## config.mk

```make
export PLATFORM = sky130hd
export DESIGN_NAME = preemptive_priority_dispatcher_top
export DESIGN_NICKNAME = d
export VERILOG_FILES = /design/src/pdisp_pkg.sv /design/src/pdisp_ram.sv /design/src/pdisp_ctrl.sv /design/src/preemptive_priority_dispatcher_top.sv
export SDC_FILE = /design/constraint.sdc
export NUM_CORES = 1
export LEC_CHECK = 0
export ABC_CLOCK_PERIOD_IN_PS = 14600
export BUFFER_PORTS_ARGS = -buffer_cell sky130_fd_sc_hd__buf_2
export CAP_MARGIN = 20
export CORE_MARGIN = 1.5
export CORE_UTILIZATION = 60
export CTS_BUF_LIST = sky130_fd_sc_hd__clkbuf_8 sky130_fd_sc_hd__clkbuf_16
export CTS_CLUSTER_SIZE = 40
export DETAILED_ROUTE_END_ITERATION = 10
export HOLD_SLACK_MARGIN = 0.05
export PLACE_DENSITY = 0.79
export SETUP_SLACK_MARGIN = 0.15
export SLEW_MARGIN = 20
export SYNTH_ARGS = -nofsm -noshare
export SYNTH_HDL_FRONTEND = slang
export SYNTH_HIERARCHICAL = 1
export SYNTH_SLANG_ARGS = --single-unit
```

## constraint.sdc

```tcl
create_clock -name clock -period 14.6 [get_ports clock]
set_input_delay 2.92 -clock clock [delete_from_list [all_inputs] [get_ports clock]]
set_output_delay 2.92 -clock clock [all_outputs]
set_load 0.05 [all_outputs]
```

## src/pdisp_pkg.sv

```systemverilog
// shared codes, field widths and result type of the priority dispatcher
package pdisp_pkg;

   localparam int CMD_W    = 2;
   localparam int HANDLE_W = 16;
   localparam int PREQ_W   = 8;
   localparam int STATUS_W = 3;
   localparam int SLOT_W   = 4;
   localparam int PEND_W   = 5;

   localparam logic [CMD_W-1:0] CMD_CREATE   = 2'd0;
   localparam logic [CMD_W-1:0] CMD_DISPATCH = 2'd1;
   localparam logic [CMD_W-1:0] CMD_FINISH   = 2'd2;

   localparam logic [STATUS_W-1:0] ST_OK       = 3'd0;
   localparam logic [STATUS_W-1:0] ST_FULL     = 3'd1;
   localparam logic [STATUS_W-1:0] ST_NONE     = 3'd2;
   localparam logic [STATUS_W-1:0] ST_BADPRIO  = 3'd3;
   localparam logic [STATUS_W-1:0] ST_IDLE     = 3'd4;
   localparam logic [STATUS_W-1:0] ST_OVERFLOW = 3'd5;

   localparam logic [1:0] MARK_FREE = 2'd0;
   localparam logic [1:0] MARK_WAIT = 2'd1;
   localparam logic [1:0] MARK_RUN  = 2'd2;

   typedef struct packed {
      logic                running_valid;
      logic [PEND_W-1:0]   pending_count;
      logic [PREQ_W-1:0]   task_priority;
      logic [HANDLE_W-1:0] task_out;
      logic [SLOT_W-1:0]   slot_index;
      logic [STATUS_W-1:0] status;
   } rsp_type;

endpackage

```

## src/pdisp_ram.sv

```systemverilog
// simple dual-port synchronous ram, one write and one registered read port
module pdisp_ram #(
   parameter int WIDTH = 8,
   parameter int DEPTH = 16
) (
   input  logic                     clock,
   input  logic                     wr_en,
   input  logic [$clog2(DEPTH)-1:0] wr_addr,
   input  logic [WIDTH-1:0]         wr_data,
   input  logic [$clog2(DEPTH)-1:0] rd_addr,
   output logic [WIDTH-1:0]         rd_data
);

   logic [WIDTH-1:0] mem [DEPTH];
   logic [WIDTH-1:0] rd_data_ff;

   always_ff @(posedge clock) begin
      if (wr_en) begin
         mem[wr_addr] <= wr_data;
      end
      rd_data_ff <= mem[rd_addr];
   end

   assign rd_data = rd_data_ff;

endmodule

```

## src/pdisp_ctrl.sv

```systemverilog
// command sequencer: table scans, dispatch decision, nesting and counters
module pdisp_ctrl #(
   parameter int SLOTS      = 16,
   parameter int NEST_DEPTH = 8,
   parameter int PRIO_BITS  = 8,
   localparam int SW        = $clog2(SLOTS),
   localparam int ENTRY_W   = PRIO_BITS + 2 + SW
) (
   input  logic                             clock,
   input  logic                             reset,
   input  logic                             in_valid,
   output logic                             in_ready,
   input  logic [pdisp_pkg::CMD_W-1:0]      in_cmd,
   input  logic [pdisp_pkg::HANDLE_W-1:0]   in_handle,
   input  logic [pdisp_pkg::PREQ_W-1:0]     in_preq,
   input  logic                             out_free,
   output logic                             res_valid,
   output pdisp_pkg::rsp_type               res,
   output logic                             a_we,
   output logic [SW-1:0]                    a_waddr,
   output logic [ENTRY_W-1:0]               a_wdata,
   output logic [SW-1:0]                    a_raddr,
   input  logic [ENTRY_W-1:0]               a_rdata,
   output logic                             b_we,
   output logic [SW-1:0]                    b_waddr,
   output logic [pdisp_pkg::HANDLE_W-1:0]   b_wdata,
   output logic [SW-1:0]                    b_raddr,
   input  logic [pdisp_pkg::HANDLE_W-1:0]   b_rdata
);

   localparam int NW = $clog2(NEST_DEPTH + 1);
   localparam int WW = $clog2(SLOTS + 1);

   localparam logic [2:0] S_CLEAR = 3'd0;
   localparam logic [2:0] S_IDLE  = 3'd1;
   localparam logic [2:0] S_CSCAN = 3'd2;
   localparam logic [2:0] S_DSCAN = 3'd3;
   localparam logic [2:0] S_DDEC  = 3'd4;
   localparam logic [2:0] S_DREAD = 3'd5;
   localparam logic [2:0] S_FREAD = 3'd6;
   localparam logic [2:0] S_EMIT  = 3'd7;

   logic [2:0]                      state_ff, state_in;
   logic [pdisp_pkg::HANDLE_W-1:0]  handle_ff, handle_in;
   logic [PRIO_BITS-1:0]            preq_ff, preq_in;
   logic [SW:0]                     scan_ff, scan_in;
   logic                            chk_valid_ff, chk_valid_in;
   logic [SW-1:0]                   chk_addr_ff, chk_addr_in;
   logic                            found_ff, found_in;
   logic [SW-1:0]                   best_ff, best_in;
   logic [PRIO_BITS-1:0]            best_prio_ff, best_prio_in;
   logic [PRIO_BITS-1:0]            cur_prio_ff, cur_prio_in;
   logic                            cur_valid_ff, cur_valid_in;
   logic [SW-1:0]                   cur_slot_ff, cur_slot_in;
   logic [NW-1:0]                   level_ff, level_in;
   logic [WW-1:0]                   wait_ff, wait_in;
   pdisp_pkg::rsp_type              res_ff, res_in;

   logic [PRIO_BITS-1:0]            preq_w;
   logic [PRIO_BITS-1:0]            a_prio;
   logic [1:0]                      a_mark;
   logic [SW-1:0]                   a_link;
   logic                            chk_last;
   logic                            scan_more;

   assign preq_w    = PRIO_BITS'(in_preq);
   assign a_prio    = a_rdata[PRIO_BITS-1:0];
   assign a_mark    = a_rdata[PRIO_BITS+1:PRIO_BITS];
   assign a_link    = a_rdata[ENTRY_W-1:PRIO_BITS+2];
   assign chk_last  = (chk_addr_ff == SW'(SLOTS - 1));
   assign scan_more = (scan_ff < (SW+1)'(SLOTS));

   function automatic pdisp_pkg::rsp_type make_res(
      input logic [pdisp_pkg::STATUS_W-1:0] status,
      input logic [SW-1:0]                  slot,
      input logic [pdisp_pkg::HANDLE_W-1:0] handle,
      input logic [PRIO_BITS-1:0]           prio,
      input logic [WW-1:0]                  pending,
      input logic                           running
   );
      pdisp_pkg::rsp_type r;
      r.status        = status;
      r.slot_index    = pdisp_pkg::SLOT_W'(slot);
      r.task_out      = handle;
      r.task_priority = pdisp_pkg::PREQ_W'(prio);
      r.pending_count = pdisp_pkg::PEND_W'(pending);
      r.running_valid = running;
      return r;
   endfunction

   assign in_ready  = (state_ff == S_IDLE);
   assign res_valid = (state_ff == S_EMIT);
   assign res       = res_ff;

   always_comb begin
      state_in     = state_ff;
      handle_in    = handle_ff;
      preq_in      = preq_ff;
      scan_in      = scan_ff;
      chk_valid_in = 1'b0;
      chk_addr_in  = chk_addr_ff;
      found_in     = found_ff;
      best_in      = best_ff;
      best_prio_in = best_prio_ff;
      cur_prio_in  = cur_prio_ff;
      cur_valid_in = cur_valid_ff;
      cur_slot_in  = cur_slot_ff;
      level_in     = level_ff;
      wait_in      = wait_ff;
      res_in       = res_ff;
      a_we         = 1'b0;
      a_waddr      = scan_ff[SW-1:0];
      a_wdata      = '0;
      a_raddr      = cur_slot_ff;
      b_we         = 1'b0;
      b_waddr      = chk_addr_ff;
      b_wdata      = handle_ff;
      b_raddr      = cur_slot_ff;

      // table scans issue one read a cycle, data checked in the cycle after
      if ((state_ff == S_CSCAN || state_ff == S_DSCAN) && scan_more) begin
         a_raddr      = scan_ff[SW-1:0];
         chk_valid_in = 1'b1;
         chk_addr_in  = scan_ff[SW-1:0];
         scan_in      = scan_ff + 1'b1;
      end

      case (state_ff)
         S_CLEAR: begin
            a_we    = 1'b1;
            scan_in = scan_ff + 1'b1;
            if (scan_ff[SW-1:0] == SW'(SLOTS - 1)) begin
               scan_in  = '0;
               state_in = S_IDLE;
            end
         end
         S_IDLE: begin
            if (in_valid) begin
               handle_in = in_handle;
               preq_in   = preq_w;
               scan_in   = '0;
               found_in  = 1'b0;
               case (in_cmd)
                  pdisp_pkg::CMD_CREATE: begin
                     if (preq_w == '0) begin
                        res_in   = make_res(pdisp_pkg::ST_BADPRIO, '0, '0, '0,
                                            wait_ff, cur_valid_ff);
                        state_in = S_EMIT;
                     end else begin
                        state_in = S_CSCAN;
                     end
                  end
                  pdisp_pkg::CMD_DISPATCH: begin
                     state_in = S_DSCAN;
                  end
                  pdisp_pkg::CMD_FINISH: begin
                     if (!cur_valid_ff) begin
                        res_in   = make_res(pdisp_pkg::ST_IDLE, '0, '0, '0,
                                            wait_ff, cur_valid_ff);
                        state_in = S_EMIT;
                     end else begin
                        state_in = S_FREAD;
                     end
                  end
                  default: begin
                     res_in   = make_res(pdisp_pkg::ST_OK, '0, '0, '0,
                                         wait_ff, cur_valid_ff);
                     state_in = S_EMIT;
                  end
               endcase
            end
         end
         S_CSCAN: begin
            if (chk_valid_ff) begin
               if (a_prio == '0) begin
                  a_we     = 1'b1;
                  a_waddr  = chk_addr_ff;
                  a_wdata  = {SW'(0), pdisp_pkg::MARK_WAIT, preq_ff};
                  b_we     = 1'b1;
                  wait_in  = wait_ff + 1'b1;
                  res_in   = make_res(pdisp_pkg::ST_OK, chk_addr_ff, handle_ff,
                                      preq_ff, wait_ff + 1'b1, cur_valid_ff);
                  state_in = S_EMIT;
               end else if (chk_last) begin
                  res_in   = make_res(pdisp_pkg::ST_FULL, '0, '0, '0,
                                      wait_ff, cur_valid_ff);
                  state_in = S_EMIT;
               end
            end
         end
         S_DSCAN: begin
            if (chk_valid_ff) begin
               if (a_mark == pdisp_pkg::MARK_WAIT && a_prio != '0 &&
                   (!found_ff || a_prio < best_prio_ff)) begin
                  found_in     = 1'b1;
                  best_in      = chk_addr_ff;
                  best_prio_in = a_prio;
               end
               if (chk_addr_ff == cur_slot_ff) begin
                  cur_prio_in = a_prio;
               end
               if (chk_last) begin
                  state_in = S_DDEC;
               end
            end
         end
         S_DDEC: begin
            if (!found_ff || (cur_valid_ff && best_prio_ff >= cur_prio_ff)) begin
               res_in   = make_res(pdisp_pkg::ST_NONE, '0, '0, '0,
                                   wait_ff, cur_valid_ff);
               state_in = S_EMIT;
            end else if (cur_valid_ff && level_ff == NW'(NEST_DEPTH)) begin
               res_in   = make_res(pdisp_pkg::ST_OVERFLOW, '0, '0, '0,
                                   wait_ff, cur_valid_ff);
               state_in = S_EMIT;
            end else begin
               // the preempted slot is kept as the link of the new one
               a_we    = 1'b1;
               a_waddr = best_ff;
               a_wdata = {cur_slot_ff, pdisp_pkg::MARK_RUN, best_prio_ff};
               b_raddr = best_ff;
               if (cur_valid_ff) begin
                  level_in = level_ff + 1'b1;
               end
               cur_valid_in = 1'b1;
               cur_slot_in  = best_ff;
               if (wait_ff != '0) begin
                  wait_in = wait_ff - 1'b1;
               end
               state_in = S_DREAD;
            end
         end
         S_DREAD: begin
            res_in   = make_res(pdisp_pkg::ST_OK, best_ff, b_rdata, best_prio_ff,
                                wait_ff, 1'b1);
            state_in = S_EMIT;
         end
         S_FREAD: begin
            a_we    = 1'b1;
            a_waddr = cur_slot_ff;
            a_wdata = '0;
            res_in  = make_res(pdisp_pkg::ST_OK, cur_slot_ff, b_rdata, a_prio,
                               wait_ff, (level_ff != '0));
            if (level_ff != '0) begin
               level_in    = level_ff - 1'b1;
               cur_slot_in = a_link;
            end else begin
               cur_valid_in = 1'b0;
               cur_slot_in  = '0;
            end
            state_in = S_EMIT;
         end
         S_EMIT: begin
            if (out_free) begin
               state_in = S_IDLE;
            end
         end
         default: begin
            state_in = S_IDLE;
         end
      endcase
   end

   always_ff @(posedge clock) begin
      if (reset) begin
         state_ff     <= S_CLEAR;
         scan_ff      <= '0;
         chk_valid_ff <= 1'b0;
         found_ff     <= 1'b0;
         cur_valid_ff <= 1'b0;
         cur_slot_ff  <= '0;
         level_ff     <= '0;
         wait_ff      <= '0;
      end else begin
         state_ff     <= state_in;
         scan_ff      <= scan_in;
         chk_valid_ff <= chk_valid_in;
         found_ff     <= found_in;
         cur_valid_ff <= cur_valid_in;
         cur_slot_ff  <= cur_slot_in;
         level_ff     <= level_in;
         wait_ff      <= wait_in;
      end
   end

   always_ff @(posedge clock) begin
      handle_ff    <= handle_in;
      preq_ff      <= preq_in;
      chk_addr_ff  <= chk_addr_in;
      best_ff      <= best_in;
      best_prio_ff <= best_prio_in;
      cur_prio_ff  <= cur_prio_in;
      res_ff       <= res_in;
   end

   a_nest_needs_running: assert property (@(posedge clock) disable iff (reset)
      (level_ff != '0) |-> cur_valid_ff)
      else $error("nesting level set with nothing running");

   a_wait_bound: assert property (@(posedge clock) disable iff (reset)
      wait_ff <= WW'(SLOTS))
      else $error("waiting count beyond table size");

   a_badprio_fast: assert property (@(posedge clock) disable iff (reset)
      (state_ff == S_IDLE && in_valid && in_cmd == pdisp_pkg::CMD_CREATE &&
       preq_w == '0) |=> (state_ff == S_EMIT && res_ff.status == pdisp_pkg::ST_BADPRIO))
      else $error("zero priority create not rejected");

   a_run_from_dispatch: assert property (@(posedge clock) disable iff (reset)
      $rose(cur_valid_ff) |-> ($past(state_ff) == S_DDEC))
      else $error("running task appeared outside dispatch");

endmodule

```

## src/preemptive_priority_dispatcher_top.sv

```systemverilog
// top level of the preemptive priority dispatcher: slot memories, sequencer, result register
//
//  channel  dir  ports                                   beat contents
//  req      in   req_tvalid / req_tready / req_tdata     command, task_handle, priority_req
//  rsp      out  rsp_tvalid / rsp_tready / rsp_tdata     status, slot_index, task_out,
//                                                        task_priority, pending_count,
//                                                        running_valid
//
//  work: create scans the slot memory up to the first free slot, dispatch makes one full
//    pass over it at one read a cycle, also when refused; finish, zero-priority creates
//    and unused commands do no scan
//  reset: synchronous; afterwards a clearing pass zeroes the slot memory,
//    req_tready stays low until it is done
//  stalls: one result beat waits in the output register; the next command is taken while
//    it waits and finishes its work, then holds until the register frees up
module preemptive_priority_dispatcher_top #(
   parameter int SLOTS      = 16,
   parameter int NEST_DEPTH = 8,
   parameter int PRIO_BITS  = 8
) (
   input  logic        clock,
   input  logic        reset,
   input  logic        req_tvalid,
   output logic        req_tready,
   input  logic [31:0] req_tdata,   // command[1:0], task_handle[17:2], priority_req[25:18]
   output logic        rsp_tvalid,
   input  logic        rsp_tready,
   output logic [39:0] rsp_tdata    // status[2:0], slot_index[6:3], task_out[22:7],
                                    // task_priority[30:23], pending_count[35:31],
                                    // running_valid[36]
);

   localparam int SW      = $clog2(SLOTS);
   localparam int ENTRY_W = PRIO_BITS + 2 + SW;

   // slot memory a: {link to preempted slot, mark, priority}
   logic               a_we;
   logic [SW-1:0]      a_waddr;
   logic [ENTRY_W-1:0] a_wdata;
   logic [SW-1:0]      a_raddr;
   logic [ENTRY_W-1:0] a_rdata;

   // slot memory b: task handles, never cleared
   logic                             b_we;
   logic [SW-1:0]                    b_waddr;
   logic [pdisp_pkg::HANDLE_W-1:0]   b_wdata;
   logic [SW-1:0]                    b_raddr;
   logic [pdisp_pkg::HANDLE_W-1:0]   b_rdata;

   logic               res_valid;
   pdisp_pkg::rsp_type res;
   logic               out_free;

   // output register
   logic               rsp_valid_ff, rsp_valid_in;
   pdisp_pkg::rsp_type rsp_data_ff, rsp_data_in;

   pdisp_ram #(
      .WIDTH (ENTRY_W),
      .DEPTH (SLOTS)
   ) u_slot_mem (
      .clock   (clock),
      .wr_en   (a_we),
      .wr_addr (a_waddr),
      .wr_data (a_wdata),
      .rd_addr (a_raddr),
      .rd_data (a_rdata)
   );

   pdisp_ram #(
      .WIDTH (pdisp_pkg::HANDLE_W),
      .DEPTH (SLOTS)
   ) u_handle_mem (
      .clock   (clock),
      .wr_en   (b_we),
      .wr_addr (b_waddr),
      .wr_data (b_wdata),
      .rd_addr (b_raddr),
      .rd_data (b_rdata)
   );

   pdisp_ctrl #(
      .SLOTS      (SLOTS),
      .NEST_DEPTH (NEST_DEPTH),
      .PRIO_BITS  (PRIO_BITS)
   ) u_ctrl (
      .clock     (clock),
      .reset     (reset),
      .in_valid  (req_tvalid),
      .in_ready  (req_tready),
      .in_cmd    (req_tdata[1:0]),
      .in_handle (req_tdata[17:2]),
      .in_preq   (req_tdata[25:18]),
      .out_free  (out_free),
      .res_valid (res_valid),
      .res       (res),
      .a_we      (a_we),
      .a_waddr   (a_waddr),
      .a_wdata   (a_wdata),
      .a_raddr   (a_raddr),
      .a_rdata   (a_rdata),
      .b_we      (b_we),
      .b_waddr   (b_waddr),
      .b_wdata   (b_wdata),
      .b_raddr   (b_raddr),
      .b_rdata   (b_rdata)
   );

   // register is free when empty or being drained this cycle
   assign out_free = !rsp_valid_ff || rsp_tready;

   always_comb begin
      rsp_valid_in = rsp_valid_ff;
      rsp_data_in  = rsp_data_ff;
      if (out_free) begin
         rsp_valid_in = res_valid;
         if (res_valid) begin
            rsp_data_in = res;
         end
      end
   end

   always_ff @(posedge clock) begin
      if (reset) begin
         rsp_valid_ff <= 1'b0;
      end else begin
         rsp_valid_ff <= rsp_valid_in;
      end
   end

   always_ff @(posedge clock) begin
      rsp_data_ff <= rsp_data_in;
   end

   assign rsp_tvalid = rsp_valid_ff;
   assign rsp_tdata  = {3'b000, rsp_data_ff};

endmodule

```

==> flow_metrics.env <==
export IMPL_status="complete, no violations"
export IMPL_seq_area_um2=19200
export IMPL_max_slew_margin_rel_pct=27.5
export IMPL_arrival_ns=2.10
export IMPL_cts_sinks=657
export IMPL_via_per_inst=6.53
export IMPL_finalHoldViolations=0
export IMPL_synth_edf_count=602
export IMPL_boundaryPins=78
export IMPL_rsz0062_at_grt="false"
export IMPL_p_leak_uw=0.00991
export IMPL_grtUsageTotal_pct=25.7
export IMPL_fmax_mhz=199
export IMPL_core_area_um2=41900
export IMPL_grt_pass1_vias=13500
export IMPL_portBuffers=68
export IMPL_finalMaxSlewViolations=0
export IMPL_fp_dieH_um=209
export IMPL_cts_setup_buffers=0
export IMPL_startpoint_type="register"
export IMPL_power_density_nw_per_um2=140
export IMPL_tightestPinTransition_ns=1.09
export IMPL_htree_levels=2
export IMPL_worst_setup_path_type="register to output pin"
export IMPL_n_fill_cell=2500
export IMPL_cts_buffers=60
export IMPL_clk_path_buf_depth=3
export IMPL_synth_seq_area_share_pct=75.4
export IMPL_crit_path_end="req_tready"
export IMPL_gp_congestion=0.873
export IMPL_end_kind="output pin"
export IMPL_clk_latency_ns=0.63
export IMPL_globalRouteOverflowTotal=0
export IMPL_regToRegSetupSlack_ns=10.01
export IMPL_yosysUniqueCellTypes=69
export IMPL_antenna_found_initial=2
export IMPL_wl_um=54700
export IMPL_die_w_um=209
export IMPL_reg2reg_depth=12
export IMPL_multi_input_comb_area_um2=5850
export IMPL_clock_skew_ns=0.0203
export IMPL_worstReg2RegStart="u_ctrl/best_prio_ff[0]"
export IMPL_drt_first_pass_iters=5
export IMPL_cts_hold_buf=0
export IMPL_ys_flop_type="edfxtp_1"
export IMPL_setup_ws_ns=9.58
export IMPL_path_clk_slew_ns=0.06
export IMPL_cts_repair_resize_count=0
export IMPL_drtIter0Drc=1622
export IMPL_syn_cell_area_um2=25400
export IMPL_die_area_um2=43700
export IMPL_grt_first_pass_wirelength_um=82500
export IMPL_drive_gt1_share_pct=23.7
export IMPL_crit_required_ns=11.68
export IMPL_syn_area_per_cell_um2=19.0
export IMPL_ant_nets=0
export IMPL_hold_path_class="register to register"
export IMPL_crit_start="u_ctrl/state_ff[0]"
export IMPL_route_detailed_drc=0
export IMPL_pre_cts_ws_ns=9.26
export IMPL_hpwl_um=30900
export IMPL_ir_drop_mv=0.0821
export IMPL_r2r_end="u_handle_mem/rd_data[2]"
export IMPL_setup_viol=0
export IMPL_initial_core_util_pct=60.8
export IMPL_async_reset_ff_share_pct=0
export IMPL_vias=13300
export IMPL_min_period_ns=5.02
export IMPL_period_share_pct=34.4
export IMPL_grt_max_degree=65
export IMPL_rows=75
export IMPL_wl_per_cell_um=26.8
export IMPL_critPathMaxFanout=16
export IMPL_tritoncts="done"
export IMPL_finalNetCount=1503
export IMPL_cts_root_buf="clkbuf_16"
export IMPL_synthCells=1336
export IMPL_yosys_warnings=6
export IMPL_tns_ns=0
export IMPL_max_cap_violations=0
export IMPL_syn_to_final_growth_pct=12.0
export IMPL_ys_ff_latch=657
==> layout make-up <==
type                            instances  share of cell area (%)
Sequential cell                       657                    67.3
Multi-Input combinational cell        574                    20.5
Clock buffer                           68                    5.73
Timing Repair Buffer                  114                    2.43
Tap cell                              539                    2.37
Clock inverter                         46                    1.18
Inverter                               37                   0.487
Antenna cell                            2                  0.0176
==> Yosys cell counts, types with 6 or more instances <==
| cell type | instances | area, µm² |
|---|---|---|
| a22oi_1 | 65 | 488 |
| mux4_1 | 10 | 263 |
| nor4_1 | 6 | 37.5 |
| a222oi_1 | 11 | 110 |
| ha_1 | 22 | 275 |
| nor2b_1 | 15 | 93.8 |
| buf_2 | 13 | 65.1 |
| nand3_1 | 10 | 50.1 |
| mux4_2 | 110 | 2480 |
| a21o_1 | 7 | 52.6 |
| buf_4 | 8 | 60.1 |
| inv_1 | 37 | 139 |
| clkbuf_1 | 34 | 128 |
| edfxtp_1 | 602 | 18100 |
| buf_1 | 7 | 26.3 |
| buf_6 | 8 | 90.1 |
| a21oi_1 | 22 | 110 |
| nor2_1 | 58 | 218 |
| nand2b_1 | 6 | 37.5 |
| nor3_1 | 15 | 75.1 |
| nand2_1 | 63 | 236 |
| and2_1 | 11 | 68.8 |
| a22o_1 | 30 | 263 |
| a31oi_1 | 7 | 43.8 |
| nand4_1 | 6 | 37.5 |
| o21ai_0 | 15 | 75.1 |
| mux2_2 | 7 | 78.8 |
| dfxtp_1 | 55 | 1100 |
| xnor2_1 | 6 | 52.6 |
==> sequential cells by signal (all words and copies together), names as in the netlist, 3 cells and up <==
register / cells
u_ctrl/best_prio_ff: 8
u_ctrl/b_waddr: 4
u_ctrl/wait_ff: 5
u_ctrl/state_ff: 3
u_ctrl/best_ff: 4
u_ctrl/res: 37
u_handle_mem/mem: 256
u_ctrl/scan_ff: 5
u_ctrl/cur_slot_ff: 4
rsp_tdata: 37
u_handle_mem/rd_data: 16
u_ctrl/level_ff: 4
u_slot_mem/mem: 224
u_ctrl/preq_ff: 8
u_ctrl/cur_prio_ff: 8
u_ctrl/b_wdata: 16
u_slot_mem/rd_data: 14
==> cells by family (layout without fill, tap and decap cells) <==
kind of cell	Yosys count	after routing	synth area share, %
buffers and inverters	107	265	2.00
other	1	5	0.0147
xor gates and xnor gates	11	11	0.379
adders and majority gates	23	23	1.16
DFF	657	657	75.4
and+or+nand+nor	218	218	4.30
muxes	130	130	11.2
AOI/OAI and AO/OA	189	189	5.60
==> layer usage <==
| layer | GRT usage, % | vias up | part of all wire, % |
|---|---|---|---|
| met5 | 0 | - | 0.020 |
| met4 | 7.12 | 2 | 2.2 |
| met3 | 6.30 | 110 | 10 |
| met2 | 41.2 | 761 | 49 |
| met1 | 35.8 | 6760 | 39 |
| li1 | - | 5664 | - |
==> worst max-delay path, stage by stage, from the launching register on <==
cell and delay (ns):
dfxtp_1 0.64, nor2b_1 0.26, nor2b_1 0.27, buf_2 0.32
==> report_power, final <==
part	switching (µW)	internal [µW]
clock	663	884
sequential	32.4	2080
combinational	178	142
total	873	3110
==> cells in the final DEF (no fill, tap or decap), types with 14 or more instances in the layout <==
cell type	Yosys	routed
buf_4	8	44
ha_1	22	22
clkinv_2	0	14
a21oi_1	22	22
clkbuf_16	0	62
a22oi_1	65	65
o21ai_0	15	15
mux4_2	110	110
nor2b_1	15	15
inv_1	37	49
dfxtp_1	55	55
edfxtp_1	602	602
a22o_1	30	30
nand2_1	63	61
buf_2	13	68
nor2_1	58	53
==> worst min-delay path by stage <==
stage / start / to / cells after the start
2_1_floorplan: u_ctrl/res[0] / rsp_tdata[0] / 0
3_3_place_gp: u_ctrl/res[22] / rsp_tdata[22] / 0
3_5_place_dp: u_ctrl/res[14] / rsp_tdata[14] / 0
4_1_cts: u_ctrl/res[23] / rsp_tdata[23] / 0
5_1_grt: u_ctrl/res[23] / rsp_tdata[23] / 0
6_report: u_ctrl/res[21] / rsp_tdata[21] / 0
==> metrics by stage <==
stage	util (%)	hold slack, ns	instance area [µm²]	power (µW)	instances
final	68.1	0.417	28500	3980	2037
after detailed placement	63.4	0.405	26500	2460	1920
after global routing	68.1	0.423	28500	4090	2035
after CTS	68.1	0.416	28500	4000	2034
after floorplan	-	0.400	25500	2370	1338
after global placement	63.3	0.401	26500	2450	1917
Power figures use the tool's default switching activity.
